`config.mk`:
```
export PLATFORM = sky130hd
export DESIGN_NAME = priority_interrupt_dispatcher
export DESIGN_NICKNAME = d
export VERILOG_FILES = /design/src/rtl/pid_pkg.sv /design/src/rtl/pid_ctrl.sv /design/src/rtl/pid_dp.sv /design/src/rtl/priority_interrupt_dispatcher.sv
export VERILOG_INCLUDE_DIRS = /design/src /design/src/rtl
export SDC_FILE = /design/constraint.sdc
export NUM_CORES = 1
export LEC_CHECK = 0
export BUFFER_PORTS_ARGS = -buffer_cell sky130_fd_sc_hd__buf_4
export CAP_MARGIN = 25
export CORE_ASPECT_RATIO = 0.9
export CORE_UTILIZATION = 33
export CTS_CLUSTER_SIZE = 16
export DETAILED_ROUTE_END_ITERATION = 8
export PLACE_DENSITY = 0.56
export SKIP_CTS_REPAIR_TIMING = 1
export SYNTH_ARGS = -nofsm -noshare
export SYNTH_HDL_FRONTEND = slang
export SYNTH_SLANG_ARGS = --single-unit
```
`constraint.sdc`:
```
create_clock -name clk -period 11.4 [get_ports clk]
set_clock_uncertainty 0.15 [all_clocks]
set_input_delay 0.57 -clock clk [delete_from_list [all_inputs] [get_ports clk]]
set_output_delay 0.57 -clock clk [all_outputs]
set_load 0.03 [all_outputs]
```
`src/rtl/priority_interrupt_dispatcher_assert.svh`:
```
// Assertion macros for the priority interrupt dispatcher.
// Used by pid_ctrl.sv; expects a clock named clk and a reset named rst.
`ifndef PRIORITY_INTERRUPT_DISPATCHER_ASSERT_SVH
`define PRIORITY_INTERRUPT_DISPATCHER_ASSERT_SVH

// same-cycle implication
`define PID_ASSERT_IMP(label, ante, cons) \
  label: assert property (@(posedge clk) disable iff (rst) (ante) |-> (cons)) \
    else $error("pid implication check failed");

// next-cycle implication
`define PID_ASSERT_NXT(label, ante, cons) \
  label: assert property (@(posedge clk) disable iff (rst) (ante) |=> (cons)) \
    else $error("pid next-cycle check failed");

`endif

```
`src/rtl/pid_pkg.sv`:
```
// Package for the priority interrupt dispatcher: constants, codes, types.
// No dependencies; imported by pid_ctrl, pid_dp and the top level.
`default_nettype none

package pid_pkg;

  localparam int NUM_LINES = 32;
  localparam int IDX_W = 5;
  localparam logic [31:0] LINE_MASK = 32'((64'd1 << NUM_LINES) - 64'd1);

  localparam int IN_DATA_W = 40;
  localparam int IN_USER_W = 3;
  localparam int OUT_DATA_W = 88;

  typedef enum logic [2:0] {
    FN_RAISE    = 3'd0,
    FN_REGISTER = 3'd1,
    FN_DISABLE  = 3'd2,
    FN_ENABLE   = 3'd3,
    FN_ENTER    = 3'd4,
    FN_LEAVE    = 3'd5,
    FN_SERVE    = 3'd6,
    FN_NONE     = 3'd7
  } func_t;

  typedef enum logic {
    ST_IDLE = 1'b0,
    ST_EXEC = 1'b1
  } state_t;

  typedef struct packed {
    logic load;
    logic exec;
  } cmd_t;

  // one-hot to index
  function automatic logic [IDX_W-1:0] onehot_index(input logic [31:0] oh);
    logic [IDX_W-1:0] idx;
    idx = '0;
    for (int i = 0; i < 32; i++) begin
      if (oh[i]) idx = idx | IDX_W'(i);
    end
    return idx;
  endfunction

endpackage

`default_nettype wire

```
`src/rtl/pid_ctrl.sv`:
```
// Controller FSM of the priority interrupt dispatcher: input handshake,
// execute sequencing and output valid. Depends on pid_pkg and the assert header.
`default_nettype none
`include "priority_interrupt_dispatcher_assert.svh"

module pid_ctrl import pid_pkg::*; (
  input  wire  clk,
  input  wire  rst,
  input  wire  in_valid,
  output logic in_ready,
  output logic out_valid,
  input  wire  out_ready,
  output cmd_t cmd
);

  state_t state, state_next;
  logic   out_valid_next;

  always_ff @(posedge clk) begin
    if (rst) begin
      state     <= ST_IDLE;
      out_valid <= 1'b0;
    end else begin
      state     <= state_next;
      out_valid <= out_valid_next;
    end
  end

  always_comb begin
    state_next = state;
    unique case (state)
      ST_IDLE: if (in_valid) state_next = ST_EXEC;
      ST_EXEC: if (!out_valid || out_ready) state_next = ST_IDLE;
      default: state_next = ST_IDLE;
    endcase
  end

  always_comb begin
    in_ready = 1'b0;
    cmd      = '0;
    unique case (state)
      ST_IDLE: begin
        in_ready = 1'b1;
        cmd.load = in_valid;
      end
      ST_EXEC: cmd.exec = !out_valid || out_ready;
      default: ;
    endcase
  end

  always_comb begin
    out_valid_next = out_valid;
    if (cmd.exec) out_valid_next = 1'b1;
    else if (out_ready) out_valid_next = 1'b0;
  end

  `PID_ASSERT_NXT(a_accept_exec, in_valid && in_ready, state == ST_EXEC)
  `PID_ASSERT_NXT(a_exec_valid, cmd.exec, out_valid && state == ST_IDLE)
  `PID_ASSERT_NXT(a_stall_hold, state == ST_EXEC && out_valid && !out_ready,
                  state == ST_EXEC)
  `PID_ASSERT_IMP(a_cmd_excl, cmd.load, !cmd.exec)

endmodule

`default_nettype wire

```
`src/rtl/pid_dp.sv`:
```
// Datapath of the priority interrupt dispatcher: request register, controller
// state (pending, mask, handlers, nesting), serve encoder, result register.
// Depends on pid_pkg.
`default_nettype none

module pid_dp import pid_pkg::*; (
  input  wire                    clk,
  input  wire                    rst,
  input  cmd_t                   cmd,
  input  wire [IN_USER_W-1:0]    in_user,
  input  wire [IN_DATA_W-1:0]    in_data,
  output logic [OUT_DATA_W-1:0]  out_data
);

  // captured request
  func_t             func;
  logic [31:0]       raise_lines;
  logic [IDX_W-1:0]  irq_number;
  logic              handler_present;

  logic [31:0] pending_bits, enable_mask, handler_valid;
  logic [7:0]  critical_count;
  logic        global_enable;

  logic [31:0] pending_next, mask_next, handler_next;
  logic [7:0]  count_next;
  logic        enable_next;

  logic [31:0]      active, lowbit, line_bit;
  logic             line_ok;
  logic             served, invoked, automask, nerr, irq_req;
  logic [IDX_W-1:0] snum;

  always_ff @(posedge clk) begin
    if (cmd.load) begin
      func            <= func_t'(in_user);
      raise_lines     <= in_data[31:0];
      irq_number      <= in_data[36:32];
      handler_present <= in_data[37];
    end
  end

  always_comb begin
    line_ok  = {1'b0, irq_number} < (IDX_W+1)'(NUM_LINES);
    line_bit = 32'd1 << irq_number;
    active   = pending_bits & enable_mask & LINE_MASK;
    lowbit   = active & (~active + 32'd1);

    pending_next = pending_bits;
    mask_next    = enable_mask;
    handler_next = handler_valid;
    count_next   = critical_count;
    enable_next  = global_enable;
    served   = 1'b0;
    snum     = '0;
    invoked  = 1'b0;
    automask = 1'b0;
    nerr     = 1'b0;

    unique case (func)
      FN_RAISE: pending_next = (pending_bits | raise_lines) & LINE_MASK;
      FN_REGISTER: begin
        if (line_ok) begin
          if (handler_present) begin
            handler_next = handler_valid | line_bit;
            mask_next    = enable_mask | line_bit;
          end else begin
            handler_next = handler_valid & ~line_bit;
            mask_next    = enable_mask & ~line_bit;
          end
        end
      end
      FN_DISABLE: if (line_ok) mask_next = enable_mask & ~line_bit;
      FN_ENABLE:  if (line_ok) mask_next = enable_mask | line_bit;
      FN_ENTER: begin
        enable_next = 1'b0;
        if (critical_count != 8'hFF) count_next = critical_count + 8'd1;
      end
      FN_LEAVE: begin
        if (critical_count == 8'd0) begin
          nerr = 1'b1;
        end else begin
          count_next = critical_count - 8'd1;
          if (critical_count == 8'd1) enable_next = 1'b1;
        end
      end
      FN_SERVE: begin
        if (|active) begin
          served       = 1'b1;
          snum         = onehot_index(lowbit);
          pending_next = pending_bits & ~lowbit;
          if (|(handler_valid & lowbit)) begin
            invoked = 1'b1;
          end else begin
            automask  = 1'b1;
            mask_next = enable_mask & ~lowbit;
          end
        end
      end
      FN_NONE: ;
      default: ;
    endcase

    irq_req = enable_next && |(pending_next & mask_next);
  end

  always_ff @(posedge clk) begin
    if (rst) begin
      pending_bits   <= '0;
      enable_mask    <= '0;
      handler_valid  <= '0;
      critical_count <= '0;
      global_enable  <= 1'b1;
    end else if (cmd.exec) begin
      pending_bits   <= pending_next;
      enable_mask    <= mask_next;
      handler_valid  <= handler_next;
      critical_count <= count_next;
      global_enable  <= enable_next;
    end
  end

  always_ff @(posedge clk) begin
    if (cmd.exec) begin
      out_data <= {6'd0, pending_next, mask_next, nerr, count_next,
                   automask, invoked, snum, served, irq_req};
    end
  end

endmodule

`default_nettype wire

```
`src/rtl/priority_interrupt_dispatcher.sv`:
```
// Priority interrupt dispatcher, top level.
// Instantiates pid_ctrl and pid_dp; depends on pid_pkg.
//
// Usage:
//   Requests enter on the s_ stream: s_tuser carries the function code, s_tdata
//   the line bits, line number and handler flag. One result per request leaves
//   on the m_ stream carrying the flags and the state after that request.
//   Each accepted request is captured in the request register and then
//   executed, which updates state and loads the result register; m_tvalid is
//   high from there until the result is taken. A new request is accepted only
//   after the previous one has executed, as the controller alternates capture
//   and execute. The next request is accepted while a result waits on m_;
//   execution of it holds until that result is taken.
//   Reset (rst, synchronous): pending, mask, handlers and nesting count clear,
//   the global enable is set, no result is valid.
//   If the receiver stalls, the result holds on m_tdata, one further request
//   is taken and parked, then s_tready stays low until m_ drains.
`default_nettype none

module priority_interrupt_dispatcher import pid_pkg::*; (
  input  wire                   clk,
  input  wire                   rst,
  input  wire                   s_tvalid,
  output logic                  s_tready,
  // [31:0] raise_lines, [36:32] irq_number, [37] handler_present, [39:38] zero
  input  wire [IN_DATA_W-1:0]   s_tdata,
  // [2:0] func
  input  wire [IN_USER_W-1:0]   s_tuser,
  output logic                  m_tvalid,
  input  wire                   m_tready,
  // [0] irq_request, [1] served, [6:2] served_number, [7] handler_invoked,
  // [8] auto_masked, [16:9] nesting_depth, [17] nesting_error,
  // [49:18] mask_now, [81:50] pending_now, [87:82] zero
  output logic [OUT_DATA_W-1:0] m_tdata
);

  cmd_t cmd;

  pid_ctrl u_ctrl (
    .clk       (clk),
    .rst       (rst),
    .in_valid  (s_tvalid),
    .in_ready  (s_tready),
    .out_valid (m_tvalid),
    .out_ready (m_tready),
    .cmd       (cmd)
  );

  pid_dp u_dp (
    .clk      (clk),
    .rst      (rst),
    .cmd      (cmd),
    .in_user  (s_tuser),
    .in_data  (s_tdata),
    .out_data (m_tdata)
  );

endmodule

`default_nettype wire

```
After elaboration in Yosys (flattened, before gate mapping):

Index checks and enable logic that the tools add are counted.
Widths: inputs -> output; s select.

* output and inout bits: 90
* logic and storage cells: 217
* bits in registers: 230
* bits of input ports: 47

* bitwise logic cells: 15
* muxes and demuxes: 161
* reduce and logical (&&, ||, !) cells: 13
* shifts and indexed selects: 1
* eq/ne operators: 10
* add/subtract/negate cells: 3

Operators by type and width (number)
* $mux 32: 22
* $mux 5: 82
* $and 32x32->32: 8
* $pmux 32 s4: 1
* $not 32->32: 3
* $or 32x32->32: 3
* $reduce_or 32->1: 3
* $pmux 32 s2: 1
* $mux 8: 6
* $add 32x1->32 const B: 1
* $mux 1: 32
* $mux 4: 8
* $shl 1x5->32 const A: 1
* $pmux 8 s2: 1
* $mux 3: 4
* $eq 3x3->1 const B: 3
* $add 8x1->8 const B: 1
* $eq 8x1->1 const B: 1
* $logic_not 8->1: 1
* $ne 8x8->1 const B: 1
* $sub 8x1->8 const B: 1
* $eq 3x2->1 const B: 2
* $reduce_bool 2->1: 3
* $mux 2: 2
* 10 further kinds: 12

Logic depth before layout (Yosys ltp):

Gate-level depths: netlist (run 1).

* depth in word-level cells: 99
* depth in mapped cells: 12
* depth with buffers taken out: 9

By module:

Synthesis (run 1) repeated with hierarchy kept, for this count alone.

* cells, all modules: 1348
* area total of the unflattened synthesis: 12218.0 µm²

By module, submodules not included
* pid_dp: cells each 1338, sequential area each 5795.6 µm², times used 1, area each 12122.9 µm²
* pid_ctrl: cells each 10, sequential area each 40.0 µm², times used 1, area each 95.1 µm²

Worst setup path after synthesis (run 1):

Ideal clock, no wire load.

* path kind: input -> register
* start point: input m_tready
* end point: register u_dp.out_data[0] (enable)
* slack: 7.121 ns
* setup time: 0.478 ns
* stages on the path: 5
* path buffers: 2
* required time: 10.772 ns
* data arrival time: 3.651 ns
* path through: nand2b_1 nand2_1 inv_1 clkbuf_1 buf_1

RTL lines
* start: declaration: line priority_interrupt_dispatcher.sv:30 `input wire m_tready,`
* end signal: assignment: line pid_dp.sv:125 `out_data <= {6'd0, pending_next, mask_next, nerr, count_next,`
* end: declaration: line pid_dp.sv:12 `output logic [OUT_DATA_W-1:0] out_data`

Final worst setup path (run 1):

* start point: register u_dp.enable_mask[0]
* end point: register u_dp.out_data[0], data pin

* longest elaborated chain between the ends: 15
* elaborated cells between the ends (all ways): 29
* those cells by class: 1 x add/sub; 14 x mux; 10 x bitwise; 4 x reduce/logical

RTL lines
* start: declaration: line pid_dp.sv:21 `logic [31:0] pending_bits, enable_mask, handler_valid;`
* start signal: assignment: line pid_dp.sv:116 `enable_mask <= mask_next;`
* $and 32x32->32: line pid_dp.sv:46 `active = pending_bits & enable_mask & LINE_MASK;`
* $not 32->32: line pid_dp.sv:47 `lowbit = active & (~active + 32'd1);`
* $add 32x1->32: line pid_dp.sv:47
* $and 32x32->32: line pid_dp.sv:47
* $and 32x32->32 / $not 32->32 (equally long branches): line pid_dp.sv:92, pid_dp.sv:91, pid_dp.sv:96
* $reduce_or 32->1 / $and 32x32->32 (equally long branches): line pid_dp.sv:92, pid_dp.sv:96
* $mux 32: line pid_dp.sv:92 `if (|(handler_valid & lowbit)) begin`
* $mux 32: line pid_dp.sv:88 `if (|active) begin`
* $mux 32: line pid_dp.sv:60 `unique case (func)`
* $mux 32: line pid_dp.sv:88
* $mux 32: line pid_dp.sv:60
* $pmux 32 s4: line pid_dp.sv:60
* $and 32x32->32 (*): line pid_dp.sv:104 `irq_req = enable_next && |(pending_next & mask_next);`
* $reduce_or 32->1 (*): line pid_dp.sv:104
* $logic_and 1x1->1 (*): line pid_dp.sv:104
* net u_dp.irq_req: line pid_dp.sv:31 `logic served, invoked, automask, nerr, irq_req;`

Mark *: on every way through the listed nets, which the timed path passes. The rest lies on a longest branch. The select of a mux whose other input is x is not followed.
A chain may end at the register's enable or synchronous reset.

==> results of run 1 <==
==> final timing paths <==
path | from | end | slack (ps)
setup reg to reg | u_dp.enable_mask[0] | u_dp.out_data[0] | 6240
hold reg to reg | flop | flop | 300
setup / recovery | u_dp.enable_mask[0] | u_dp.out_data[0] | 6240
hold / removal | s_tdata[9] | u_dp.raise_lines[9] | 40
==> per-stage QoR <==
stage | setup slack, ps | hold slack [ps] | instances | total power, mW
5_1_grt | 6010 | 18.7 | 1983 | 2.21
3_3_place_gp | 6450 | 289 | 1932 | 1.28
3_5_place_dp | 6440 | 295 | 1933 | 1.29
4_1_cts | 6430 | 17.4 | 1982 | 2.15
2_1_floorplan | 7120 | 282 | 1402 | 1.16
6_report | 6240 | 40.0 | 1985 | 2.13
==> area by class of cell <==
class / instances / area [um^2] / share of cell area (%)
repair buffers: 158 / 1180 / 8.25
flip-flops and latches: 230 / 5840 / 40.7
multi-input cells: 1040 / 5720 / 39.9
well taps: 476 / 596 / 4.16
inverters: 30 / 118 / 0.821
clock inverters: 16 / 148 / 1.03
diodes: 2 / 5.00 / 0.0349
clock buffers: 33 / 728 / 5.08
==> report_power, final <==
part           total [mW]  internal [mW]  leakage, nW  switching, mW
Sequential          0.966          0.925         2.05         0.0416
Clock               0.860          0.499        0.429          0.360
Combinational       0.308         0.0911         2.81          0.217
==> cells by family after synthesis <==
| logic type | after synthesis | share of synthesized area, % |
|---|---|---|
| compound gates | 441 | 22.5 |
| xor+xnor | 6 | 0.436 |
| fa+ha+maj | 4 | 0.415 |
| buf+inv | 132 | 4.49 |
| flops | 230 | 48.4 |
| mux | 16 | 1.33 |
| other cells | 1 | 0.0311 |
| simple gates | 567 | 22.4 |
==> cell usage in the layout (no fill, tap or decap), types with 29 or more instances in the layout <==
| cell | n |
|---|---|
| nand2_1 | 213 |
| a21oi_1 | 183 |
| buf_4 | 156 |
| edfxtp_1 | 123 |
| nor2_1 | 113 |
| dfxtp_1 | 107 |
| o21ai_0 | 85 |
| nand3_1 | 65 |
| nor3_1 | 38 |
| inv_1 | 29 |
==> per-layer routing <==
metal  up-vias  routed length, um  track usage [%]
met1      5720              21300             36.6
met5         -                  0                0
met4         0               1480             7.91
li1       5331                  -                -
met2       630              20900             38.6
met3        88               4410             4.58
==> flow_metrics.tcl, run 1 <==
set metrics [dict create \
    status "completed" \
    die_width_um 203 \
    worst_pin_slew_ps 1020 \
    clkTransAtPathRegs_ps 60 \
    vias_per_cell 5.93 \
    place_congestion 0.951 \
    yosys-top-cells-area "edfxtp_1 31%, dfxtp_1 18%, a21oi_1 7.6%" \
    syn_area_per_cell_um2 8.63 \
    routed_wl_um 48000 \
    hpwl_um 33800 \
    whs_path_depth 1 \
    remaining_drc_errors 0 \
    die_area_mm2 0.0373 \
    relSlewSlack_pct 31.7 \
    die_h_um 183 \
    hold_class "input port to flop" \
    io_pins 137 \
    first_iter_violations 1246 \
    synth-main-ff-cell "edfxtp_1" \
    required_ps 11520 \
    setup_viol 0 \
    core_area_mm2 0.0361 \
    fmax_mhz 194 \
    ir_drop_mv 0.0865 \
    crit_family "simple AND/OR/NAND/NOR gates" \
    routedWlPerCell_um 24.2 \
    post-route-cell-area_mm2 0.0143 \
    yosysTopAreaCellShare_pct 30.6 \
    placed_area_mm2 0.0134 \
    grt_usage_pct 25.5 \
    rsz0062_at_grt "false" \
    slew_viol_final 0 \
    yosysMostFrequentCell "nand2_1" \
    max_cap_viol_count 0 \
    first_global_vias 11000 \
    ff2ff_path_depth 9 \
    fillerInstances 3670 \
    worst_path_largest_cell_delay_ps 880 \
    setup-tns-final_ps 0 \
    initial_core_util_pct 33.4 \
    yosys_register_bits 230 \
    cts_max_level 1 \
    endpoint_kind "flop" \
    num_vias 11800 \
    p_leak_nw 5.29 \
    antenna_found_initial 1 \
    io_buffers 128 \
    critPathKind "flop to flop" \
    cts_buffer_depth 3 \
    yosysUniqueCellTypes 70 \
    synth-seq-area-share_pct 48.4 \
    async_reset_ff_share_pct 0 \
    power_density_mw_per_mm2 149 \
    cts_tree "done" \
    drt-pass1-iter-count 6 \
    synth_edf_count 123 \
    worst-path-stages 9 \
    root_buffer "clkbuf_16" \
    numCtsBuffers 27 \
    num_rows 66 \
    cp_slowest_cell "a222oi_1" \
    synthCells 1397 \
    antenna_left 0 \
    nNetsFinal 1538 \
    syn2layout_area_growth_pct 18.9 \
    hold_violations 0 \
    synth_top_area_cell "edfxtp_1" \
    grt_pass1_wl_um 71500 \
    clock-sinks 230 \
    finalCritPeriodShare_pct 45.3 \
    grt_remaining_overflow 0 \
    worst-endpoint-arrival_ps 5290 \
    synth_common_cells "214 x nand2_1, 183 x a21oi_1, 123 x edfxtp_1" \
    worstSetupStartpointType "flop" \
    period_minus_slack_ps 5160 \
    utilization_pct 39.7 \
    synth_area_mm2 0.0121 \
    grt_max_degree 85 \
    crit_chain "a222oi_1 -> nand4_2 -> or3_1 -> nor4b_4 -> o22ai_1 -> a211oi_1 -> nand3_1 -> nor3_1 -> a31oi_1" \
    yosys_warnings 0 \
    drive_gt1_share_pct 14.9 \
    crit_buf_inv 0 \
    cp_max_fo 14 \
    clk_latency_ps 560 \
]
(Power assumes the default switching activity.)
==> inputs of run 2 (changes only) <==
Settings changed: PLACE_DENSITY 0.56 to 0.58.
Clock period 11.4 ns to 4.6 ns, I/O delays scaled along.
==> run 2 against run 1 <==
Compared with the run above: sequential power grew 150%; largest power group unchanged; clock power grew 150%; die area is the same; worst setup slack lost 5700 ps.
==> flow_metrics.tcl, run 2 (same netlist as run 1, synthesis figures left out) <==
set metrics [dict create \
    power_density_mw_per_mm2 355 \
    io_pins 137 \
    num_rows 66 \
    reg2reg_to "u_dp.enable_mask[0]" \
    period_minus_slack_ps 4050 \
    p_leak_nw 5.70 \
    r2r_start "u_dp.pending_bits[19]" \
    slew_viol_final 0 \
    die_area_mm2 0.0373 \
    antenna_found_initial 2 \
    hold_slack_ps 57.6 \
    grt_pass1_wl_um 72900 \
    cts_tree "done" \
    critPathKind "flop to flop" \
    initial_core_util_pct 33.4 \
    cp_max_fo 11 \
    status "completed" \
    grt_usage_pct 26.1 \
    hold_violations 0 \
    routedWlPerCell_um 24.2 \
    worst_pin_slew_ps 1100 \
    ir_drop_mv 0.243 \
    place_congestion 0.976 \
    finalCritPeriodShare_pct 88.0 \
    drt-pass1-iter-count 6 \
    antenna_left 0 \
    setup-tns-final_ps 0 \
    ff2ff_path_depth 11 \
    core_area_mm2 0.0361 \
    routed_wl_um 50100 \
    io_buffers 128 \
    layout_commonest_cell "nand2_1" \
    root_buffer "clkbuf_16" \
    die_h_um 183 \
    num_vias 12000 \
    path_common_cell "buf_4" \
    regToRegSetupSlack_ps 550 \
    hpwl_um 36400 \
    required_ps 4900 \
    layout_common_cells "213 x nand2_1, 202 x buf_4, 183 x a21oi_1" \
    fmax_mhz 247 \
    numCtsBuffers 26 \
    cts_max_level 1 \
    cp_slowest_cell "nor4_4" \
    drive_gt1_share_pct 17.0 \
    rsz0062_at_grt "false" \
    worstSetupStartpointType "flop" \
    setup_viol 0 \
    grt_max_degree 66 \
    worstHoldStart "rst" \
    nNetsFinal 1628 \
    cts_buffer_depth 3 \
    relSlewSlack_pct 26.0 \
    hold_end "u_dp.critical_count[0]" \
    grt_remaining_overflow 0 \
    die_width_um 203 \
    clock-sinks 230 \
    worst_path_largest_cell_delay_ps 960 \
    clk_latency_ps 560 \
    remaining_drc_errors 0 \
    hold_class "input port to flop" \
    first_global_vias 11000 \
    syn2layout_area_growth_pct 25.7 \
    max_cap_viol_count 0 \
    vias_per_cell 5.77 \
    endpoint_kind "flop" \
    whs_path_depth 2 \
    clkTransAtPathRegs_ps 70 \
    worst-endpoint-arrival_ps 4350 \
    crit_chain "a222oi_1 -> and2_1 -> nand2_1 -> nor4b_4 -> buf_4 -> a211o_2 -> nor4_4 -> buf_4 -> nand3_1 -> a31o_2 -> o21a_1" \
    first_iter_violations 1392 \
]
-- run 2: cell type report --
type | count | area [um^2]
repair buffers | 249 | 2000
fillers | 3614 | 20900
clock buffers | 32 | 714
inverters | 30 | 118
multi-input cells | 1040 | 5720
diodes | 1 | 2.50
well taps | 476 | 596
flip-flops and latches | 230 | 5840
clock inverters | 16 | 160
-- run 2: worst max-delay path: cells and delay by family (launching register included) --
family | cells | cell delay, ps
buffers and inverters | 2 | 480
flip-flops | 1 | 580
AO/OA/AOI/OAI | 4 | 1110
AND/OR/NAND/NOR | 5 | 1610
-- run 2: worst max path at each step --
stage                                startpoint                  end  slack [ps]  depth (start not counted)
after detailed placement  u_dp.pending_bits[19]     u_dp.out_data[0]         700                         11
final                     u_dp.pending_bits[19]  u_dp.enable_mask[0]         550                         11
after global placement      u_dp.enable_mask[0]  u_dp.enable_mask[0]         680                         11
after global routing      u_dp.pending_bits[19]     u_dp.out_data[0]         490                         11
after CTS                   u_dp.enable_mask[0]  u_dp.enable_mask[0]         670                         11
after floorplan                u_ctrl.out_valid     u_dp.out_data[0]         470                          5
-- run 2: layer usage --
layer,share of wire [%],vias to the layer above,GRT usage [%]
met2,43,562,39.9
met4,2.4,2,7.16
met5,0.026,-,0
met3,8.1,80,4.51
li1,-,5510,-
met1,46,5819,37.7
-- run 2: power breakdown --
part | switching [mW] | internal [mW]
Clock | 0.916 | 1.23
Sequential | 0.0917 | 2.29
Combinational | 0.568 | 0.278
-- run 2: metrics by stage --
step | area (um^2) | setup slack, ps | util (%) | power (mW) | instances
CTS | 14700 | 670 | 40.8 | 5.36 | 2030
global route | 15100 | 494 | 42.0 | 5.55 | 2073
detailed placement | 13800 | 701 | 38.3 | 3.23 | 1982
floorplan | 12100 | 475 | - | 2.88 | 1402
global placement | 13800 | 684 | 38.3 | 3.22 | 1980
finish | 15100 | 550 | 42.0 | 5.37 | 2074
